### src/rtl/u2u8_pkg.sv
// Shared types and constants for the UCS-2 to UTF-8 name encoder.
`timescale 1ns / 1ps

package u2u8_pkg;

  localparam int CAPACITY_LIMIT_DEFAULT = 256;
  localparam int CAP_W                  = 9;
  localparam logic [CAP_W-1:0] CAP_RESET = 9'd256;

  localparam logic [15:0] UNIT_NUL   = 16'h0000;
  localparam logic [15:0] UNIT_NONCH = 16'hFFFF;
  localparam logic [15:0] LIM_ONE    = 16'h0080;
  localparam logic [15:0] LIM_TWO    = 16'h0800;

  localparam logic [7:0] LEAD_TWO   = 8'hC0;
  localparam logic [7:0] LEAD_THREE = 8'hE0;
  localparam logic [7:0] CONT_MARK  = 8'h80;
  localparam logic [7:0] CONT_MASK  = 8'h3F;

  localparam int MAX_BYTES = 4;

  // One item's worth of output bytes, loaded into the emit buffer at once.
  typedef struct packed {
    logic [MAX_BYTES-1:0][7:0] bytes;   // NUL slot is left zero
    logic [2:0]                num;     // 1..4 bytes to send
    logic                      has_nul; // last byte is the terminator
  } result_t;

endpackage

### src/rtl/u2u8_encode.sv
// Combinational UTF-8 encoding and string-state update for one code unit.
`timescale 1ns / 1ps

module u2u8_encode #(
  parameter int CAPACITY_LIMIT = u2u8_pkg::CAPACITY_LIMIT_DEFAULT
) (
  input  logic [15:0]                       code_unit,
  input  logic                              last_unit,
  input  logic [$clog2(CAPACITY_LIMIT)-1:0] count,
  input  logic                              closed,
  input  logic [u2u8_pkg::CAP_W-1:0]        out_capacity,
  output u2u8_pkg::result_t                 res,
  output logic                              has_result,
  output logic [$clog2(CAPACITY_LIMIT)-1:0] count_next,
  output logic                              closed_next
);

  localparam int CW = $clog2(CAPACITY_LIMIT);
  localparam int SW = ((CW > u2u8_pkg::CAP_W) ? CW : u2u8_pkg::CAP_W) + 2;

  logic [SW-1:0] cap;
  logic [SW-1:0] sum_need;
  logic [SW-1:0] sum_after;
  logic [1:0]    need;
  logic [CW-1:0] count_after;
  logic          term;
  logic          emit;
  logic          finish;

  // effective capacity: clamp to the limit, zero counts as one
  always_comb begin
    if (SW'(out_capacity) > SW'(CAPACITY_LIMIT)) begin
      cap = SW'(CAPACITY_LIMIT);
    end else if (out_capacity == '0) begin
      cap = SW'(1);
    end else begin
      cap = SW'(out_capacity);
    end
  end

  always_comb begin
    if (code_unit < u2u8_pkg::LIM_ONE) begin
      need = 2'd1;
    end else if (code_unit < u2u8_pkg::LIM_TWO) begin
      need = 2'd2;
    end else begin
      need = 2'd3;
    end
  end

  assign term     = (code_unit == u2u8_pkg::UNIT_NUL) || (code_unit == u2u8_pkg::UNIT_NONCH);
  assign sum_need = SW'(count) + SW'(need);
  assign emit     = !term && (sum_need < cap);

  assign count_after = emit ? CW'(sum_need) : count;
  assign sum_after   = SW'(count_after) + SW'(1);
  assign finish      = !emit || last_unit || (sum_after >= cap);

  always_comb begin
    res.bytes = '0;
    case (need)
      2'd1: begin
        res.bytes[0] = code_unit[7:0];
      end
      2'd2: begin
        res.bytes[0] = u2u8_pkg::LEAD_TWO | {3'b000, code_unit[10:6]};
        res.bytes[1] = u2u8_pkg::CONT_MARK | (code_unit[7:0] & u2u8_pkg::CONT_MASK);
      end
      default: begin
        res.bytes[0] = u2u8_pkg::LEAD_THREE | {4'b0000, code_unit[15:12]};
        res.bytes[1] = u2u8_pkg::CONT_MARK | (code_unit[13:6] & u2u8_pkg::CONT_MASK);
        res.bytes[2] = u2u8_pkg::CONT_MARK | (code_unit[7:0] & u2u8_pkg::CONT_MASK);
      end
    endcase
    if (!emit) begin
      res.bytes = '0;
    end
    res.num     = (emit ? {1'b0, need} : 3'd0) + {2'b00, finish};
    res.has_nul = finish;
  end

  always_comb begin
    if (closed) begin
      has_result  = 1'b0;
      count_next  = last_unit ? '0 : count;
      closed_next = !last_unit;
    end else begin
      has_result = 1'b1;
      if (finish && last_unit) begin
        count_next  = '0;
        closed_next = 1'b0;
      end else begin
        count_next  = count_after;
        closed_next = finish;
      end
    end
  end

endmodule

### src/rtl/u2u8_emit.sv
// Result buffer that sends one item's bytes one beat at a time.
`timescale 1ns / 1ps

module u2u8_emit (
  input  logic              clk,
  input  logic              rst,
  input  logic              load,
  input  u2u8_pkg::result_t load_res,
  output logic              take_ok,
  output logic              out_valid,
  input  logic              out_stall,
  output logic [7:0]        out_byte,
  output logic              string_end,
  output logic              run_last
);

  u2u8_pkg::result_t buf_res;
  logic              full;
  logic [1:0]        idx;
  logic              at_last;
  logic              fire;

  assign at_last = ({1'b0, idx} == (buf_res.num - 3'd1));
  assign fire    = full && !out_stall;
  assign take_ok = !full || (fire && at_last);

  always_ff @(posedge clk) begin
    if (rst) begin
      full <= 1'b0;
      idx  <= '0;
    end else if (load) begin
      full <= 1'b1;
      idx  <= '0;
    end else if (fire) begin
      if (at_last) begin
        full <= 1'b0;
      end else begin
        idx <= idx + 2'd1;
      end
    end
  end

  always_ff @(posedge clk) begin
    if (load) begin
      buf_res <= load_res;
    end
  end

  assign out_valid  = full;
  assign out_byte   = buf_res.bytes[idx];
  assign run_last   = at_last;
  assign string_end = at_last && buf_res.has_nul;

endmodule

### src/rtl/ucs2_to_utf8_name_encoder_core.sv
// Top level of the UCS-2 to UTF-8 name encoder.
`timescale 1ns / 1ps

// Converts a stream of UCS-2 code units into UTF-8 bytes, one byte per output beat.
// Input beat: code_unit plus last_unit, which marks the final unit of a string.
// Output beat: out_byte, string_end on the terminating NUL, run_last on the final
// byte produced by one input unit. Units 0x0000 and 0xFFFF, or a unit that would
// overflow out_capacity (one byte kept for the NUL), end the string with a NUL;
// later units are dropped until last_unit, which restarts the byte count.
// The cfg channel writes out_capacity (reset value 256); it is always ready and
// must only be written while the block is idle.
// Timing: a unit is encoded in the cycle it is accepted and its bytes land in a
// four-byte result buffer; the first byte is valid the next cycle. A unit giving
// 1 to 4 bytes holds the input until its last byte has left the single-byte output
// port; the next unit is taken in the same cycle the last byte leaves, so the
// stream runs with no gap. Dropped units give no bytes and go at one per cycle
// once the buffer has drained. When out_stall is high the current byte holds and
// in_stall rises once the buffer cannot drain. Reset (rst, synchronous) empties
// the buffer, clears the byte count and opens a new string.
module ucs2_to_utf8_name_encoder_core #(
  parameter int CAPACITY_LIMIT = u2u8_pkg::CAPACITY_LIMIT_DEFAULT
) (
  input  logic                       clk,
  input  logic                       rst,
  input  logic                       in_valid,
  output logic                       in_stall,
  input  logic [15:0]                code_unit,
  input  logic                       last_unit,
  output logic                       out_valid,
  input  logic                       out_stall,
  output logic [7:0]                 out_byte,
  output logic                       string_end,
  output logic                       run_last,
  input  logic                       cfg_valid,
  output logic                       cfg_ready,
  input  logic [u2u8_pkg::CAP_W-1:0] cfg_data
);

  localparam int CW = $clog2(CAPACITY_LIMIT);

  logic [u2u8_pkg::CAP_W-1:0] out_capacity;
  logic [CW-1:0]              count;
  logic [CW-1:0]              count_next;
  logic                       closed;
  logic                       closed_next;
  u2u8_pkg::result_t          res;
  logic                       has_result;
  logic                       take_ok;
  logic                       in_fire;

  assign cfg_ready = 1'b1;
  assign in_stall  = !take_ok;
  assign in_fire   = in_valid && take_ok;

  always_ff @(posedge clk) begin
    if (rst) begin
      out_capacity <= u2u8_pkg::CAP_RESET;
    end else if (cfg_valid && cfg_ready) begin
      out_capacity <= cfg_data;
    end
  end

  // string state moves once per accepted unit
  always_ff @(posedge clk) begin
    if (rst) begin
      count  <= '0;
      closed <= 1'b0;
    end else if (in_fire) begin
      count  <= count_next;
      closed <= closed_next;
    end
  end

  u2u8_encode #(
    .CAPACITY_LIMIT(CAPACITY_LIMIT)
  ) u_encode (
    .code_unit   (code_unit),
    .last_unit   (last_unit),
    .count       (count),
    .closed      (closed),
    .out_capacity(out_capacity),
    .res         (res),
    .has_result  (has_result),
    .count_next  (count_next),
    .closed_next (closed_next)
  );

  u2u8_emit u_emit (
    .clk       (clk),
    .rst       (rst),
    .load      (in_fire && has_result),
    .load_res  (res),
    .take_ok   (take_ok),
    .out_valid (out_valid),
    .out_stall (out_stall),
    .out_byte  (out_byte),
    .string_end(string_end),
    .run_last  (run_last)
  );

endmodule
### config.mk
export PLATFORM = sky130hd
export DESIGN_NAME = ucs2_to_utf8_name_encoder_core
export DESIGN_NICKNAME = d
export VERILOG_FILES = /design/src/rtl/u2u8_pkg.sv /design/src/rtl/u2u8_encode.sv /design/src/rtl/u2u8_emit.sv /design/src/rtl/ucs2_to_utf8_name_encoder_core.sv
export SDC_FILE = /design/constraint.sdc
export NUM_CORES = 1
export LEC_CHECK = 0
export ABC_AREA = 1
export BUFFER_PORTS_ARGS = -buffer_cell sky130_fd_sc_hd__buf_4
export CAP_MARGIN = 20
export CORE_MARGIN = 5
export CORE_UTILIZATION = 45
export CTS_BUF_LIST = sky130_fd_sc_hd__clkbuf_8 sky130_fd_sc_hd__clkbuf_16
export DETAILED_ROUTE_END_ITERATION = 7
export PLACE_DENSITY = 0.75
export SETUP_SLACK_MARGIN = 0.02
export SLEW_MARGIN = 25
export SYNTH_ARGS = -nofsm -noshare
export SYNTH_HDL_FRONTEND = slang
export SYNTH_SLANG_ARGS = --single-unit
export TNS_END_PERCENT = 50
### constraint.sdc
create_clock -name clk -period 6 [get_ports clk]
set_clock_uncertainty 0.1 [all_clocks]
set_input_delay 0.9 -clock clk [delete_from_list [all_inputs] [get_ports clk]]
set_output_delay 0.9 -clock clk [all_outputs]
set_load 0.03 [all_outputs]
==> impl_metrics.py <==
metrics = {
    "status": {
        "outcome": "complete, no violations",
    },
    "layout": {
        "nFillCells": 687,
        "syn_to_final_growth_pct": 26.88,
        "nets": 548,
        "drive_gt1_share_pct": 27.68,
        "antenna_cells": 0,
    },
    "power": {
        "leakage_nw": 1.895,
        "combPwrFrac_pct": 32.0,
        "peakVddDrop_mv": 0.1201,
        "p_seq_share_pct": 40.0,
        "p_sw_w": 0.0003098,
        "p_per_area_nw_per_um2": 237.8,
        "switching_share_pct": 31.60,
        "pwr-share-clk_pct": 27.9,
        "power.total_w": 0.0009804,
        "p_int_w": 0.0006706,
    },
    "place": {
        "numPortBuffers": 42,
        "gp_congestion": 0.8766,
        "place_hpwl_mm": 6.196,
    },
    "clock_tree": {
        "clk_pin_slew_ns": 0.09,
        "cts_buffer_depth": 2,
        "clock-root-buffer": "clkbuf_8",
        "cts_tree": "yes",
        "insertion_delay_ns": 0.30,
        "ctsHtreeMaxLevel": 2,
        "cts_hold_buf": 0,
        "cts_sinks": 47,
        "cts_made_buffers": 5,
    },
    "logic_synthesis": {
        "ys_ff_latch": 47,
        "yosysTopAreaCell": "edfxtp_1",
        "syn_nets": 480,
        "synth_area_leaders": "edfxtp_1, dfxtp_1, nand2_1, ha_1, nor2_1",
        "synth_top_area_share_pct": 24.03,
        "synth_edf_count": 26,
        "avgSynthCellArea_um2": 7.628,
        "yosysWarnings": 0,
        "syn_area_um2": 3249,
        "synth-seq-area-share_pct": 36.97,
        "synthCells": 426,
        "async_flop_share_pct": 0,
        "synth_ff_type": "edfxtp_1",
        "ys_types": 41,
    },
    "critical_path": {
        "worstPathRequired_ns": 5.95,
        "rr_endpoint": "u_emit.buf_res[2]",
        "rrSetupSlack_ns": 1.15,
        "crit_top_cell": "nand3_1",
        "cp-end-kind": "flip-flop",
        "critPathLaunchType": "primary input",
        "critical_path_class": "in2reg",
        "crit_arrival_ns": 5.74,
        "max_stage_delay_ns": 0.41,
        "r2r-start": "count[0]",
        "r2r_cells": 31,
        "path_max_fanout": 4,
        "slowest_stage": "fa_2",
    },
    "global_routing": {
        "grt_pass1_vias": 2892,
        "antenna_found_initial": 0,
        "track_usage_pct": 17.78,
        "grt_max_degree": 28,
        "grt_pass1_wl_mm": 12.79,
        "grt_overflow": 0,
    },
    "floorplan": {
        "die_h_um": 94.98,
        "dieArea_um2": 9020,
        "io_pins": 44,
        "start_util_pct": 45.53,
        "rows": 31,
        "core_area_um2": 7137,
        "dieWidth_um": 94.98,
    },
    "timing": {
        "drv_slew": 0,
        "hold_viol": 0,
        "min_period_ns": 5.785,
        "relSlewSlack_pct": 58.62,
        "whs_ns": 0.4018,
        "fin_crit_sh_pct": 96.41,
        "tightest_slew_ns": 0.6166,
        "setup_violations": 0,
        "fmax_mhz": 172.9,
    },
    "detailed_routing": {
        "first_pass_iters": 5,
        "routedWlPerCell_um": 13.13,
        "detail_route.vias_per_cell": 5.003,
        "drt_iter0_markers": 124,
        "vias": 2972,
        "drc": 0,
        "wirelength_mm": 7.801,
        "antenna_left": 0,
    },
    "min_path": {
        "hold_depth": 2,
        "hp-class": "reg2reg",
        "whs_endpoint": "count[7]",
        "min-delay-start": "count[7]",
    },
    "run": {
        "cap_violations": 0,
    },
}
## synthesized netlist by cell type (2+ instances only)
library cell / n
a21oi_1: 28
buf_2: 2
buf_4: 2
buf_6: 2
clkbuf_1: 5
dfxtp_1: 21
edfxtp_1: 26
ha_1: 22
inv_1: 53
nand2_1: 82
nand2_2: 13
nand3_1: 24
nand4_1: 10
nor2_1: 67
nor2_2: 5
nor2_4: 2
nor2_8: 3
nor3_1: 2
o21ai_0: 18
o21ai_1: 2
o22ai_1: 3
o31ai_1: 7
xnor2_1: 3
xor2_1: 7
## how the worst max path moves through the flow
| stage | from | endpoint | slack (ns) | cells past startpoint |
|---|---|---|---|---|
| after CTS | code_unit[12] | u_emit.buf_res[2] | 0.04 | 40 |
| after global routing | code_unit[14] | u_emit.buf_res[2] | -0.09 | 39 |
| final | code_unit[12] | u_emit.buf_res[2] | 0.22 | 39 |
| after floorplan | code_unit[12] | u_emit.buf_res[2] | 0.02 | 40 |
| after detailed placement | code_unit[12] | u_emit.buf_res[2] | -0.39 | 40 |
| after global placement | code_unit[12] | u_emit.buf_res[2] | -0.19 | 40 |
## layout by cell type (no fill, tap or decap), types with 2 or more instances in the layout
cell	count
inv_2	3
ha_4	5
dfxtp_1	21
xor2_1	7
clkbuf_8	5
xnor2_1	3
inv_1	52
nand4_1	10
nor3_1	2
nand2_1	76
nor2_8	3
o21ai_1	4
ha_1	16
buf_6	2
a21oi_2	5
nand3_1	22
buf_4	72
o22ai_1	3
nor2_2	6
nor2_4	6
a21oi_1	23
nand2_2	19
edfxtp_1	26
o21ai_0	16
nor2_1	62
nand3_2	3
o31ai_1	7
bufinv_16	2
## through the flow
stage	util [%]	TNS [ns]	instance area (µm²)	worst slack [ns]	std cells
6_report	57.77	0	4123	0.2152	594
5_1_grt	57.77	-0.1187	4123	-0.08987	594
4_1_cts	55.35	0	3950	0.04245	589
3_5_place_dp	53.30	-1.348	3804	-0.3894	581
3_3_place_gp	53.30	-0.4289	3804	-0.1904	581
2_1_floorplan	-	0	3249	0.02451	426
## per-layer routing
metal | global-route usage [%] | vias up | part of all wire, %
li1 | - | 1532 | -
met1 | 20.35 | 1361 | 42
met2 | 33.06 | 63 | 52
met3 | 3.028 | 16 | 3.7
met4 | 6.130 | 0 | 2.3
met5 | 0 | - | 0
## power by group through the flow
| stage | clock network, W | registers (W) | logic (W) |
|---|---|---|---|
| floorplan | 0 | 0.000398 | 0.000196 |
| CTS | 0.000282 | 0.000393 | 0.000298 |
| detailed placement | 0 | 0.000400 | 0.000295 |
| global placement | 0 | 0.000399 | 0.000287 |
| finish | 0.000274 | 0.000393 | 0.000314 |
| global route | 0.000294 | 0.000396 | 0.000350 |
## layout make-up
class	count	area (µm²)	area share, %
well taps	99	123.9	3.005
clock inverters	3	63.81	1.548
flip-flops and latches	47	1201	29.14
clock buffers	5	68.82	1.669
repair buffers	74	563.0	13.66
inverters	55	206.4	5.008
multi-input cells	311	1896	45.98
## flip-flops by register name, indices dropped and copies added (netlist names)
name              cells
u_emit.buf_res       26
u_emit.out_valid      1
out_capacity          9
closed                1
u_emit.idx            2
count                 8
## critical path, delay by kind of cell
family / cells / cell delay (ns)
AOI/OAI and AO/OA: 7 / 0.78
xor gates and xnor gates: 1 / 0.12
adders and majority gates: 6 / 1.52
buffers and inverters: 6 / 0.44
and+or+nand+nor: 19 / 1.93
## timing repair
action | in CTS | in global routing
setup endpoints to repair | 3 | 5
resized for setup | 4 | 31
setup buffers | 0 | 5
pin swaps | 0 | 15
## cells by family (layout without fill, tap and decap cells)
logic type      Yosys count  in the layout  share of synthesized area (%)
simple gates            214            214                          31.19
flops                    47             47                          36.97
fa+ha+maj                23             23                          9.087
other cells               1              1                         0.1154
compound gates           63             63                          10.82
xor+xnor                 10             10                          2.696
buf+inv                  68            137                          9.125
(Power assumes the default switching activity.)
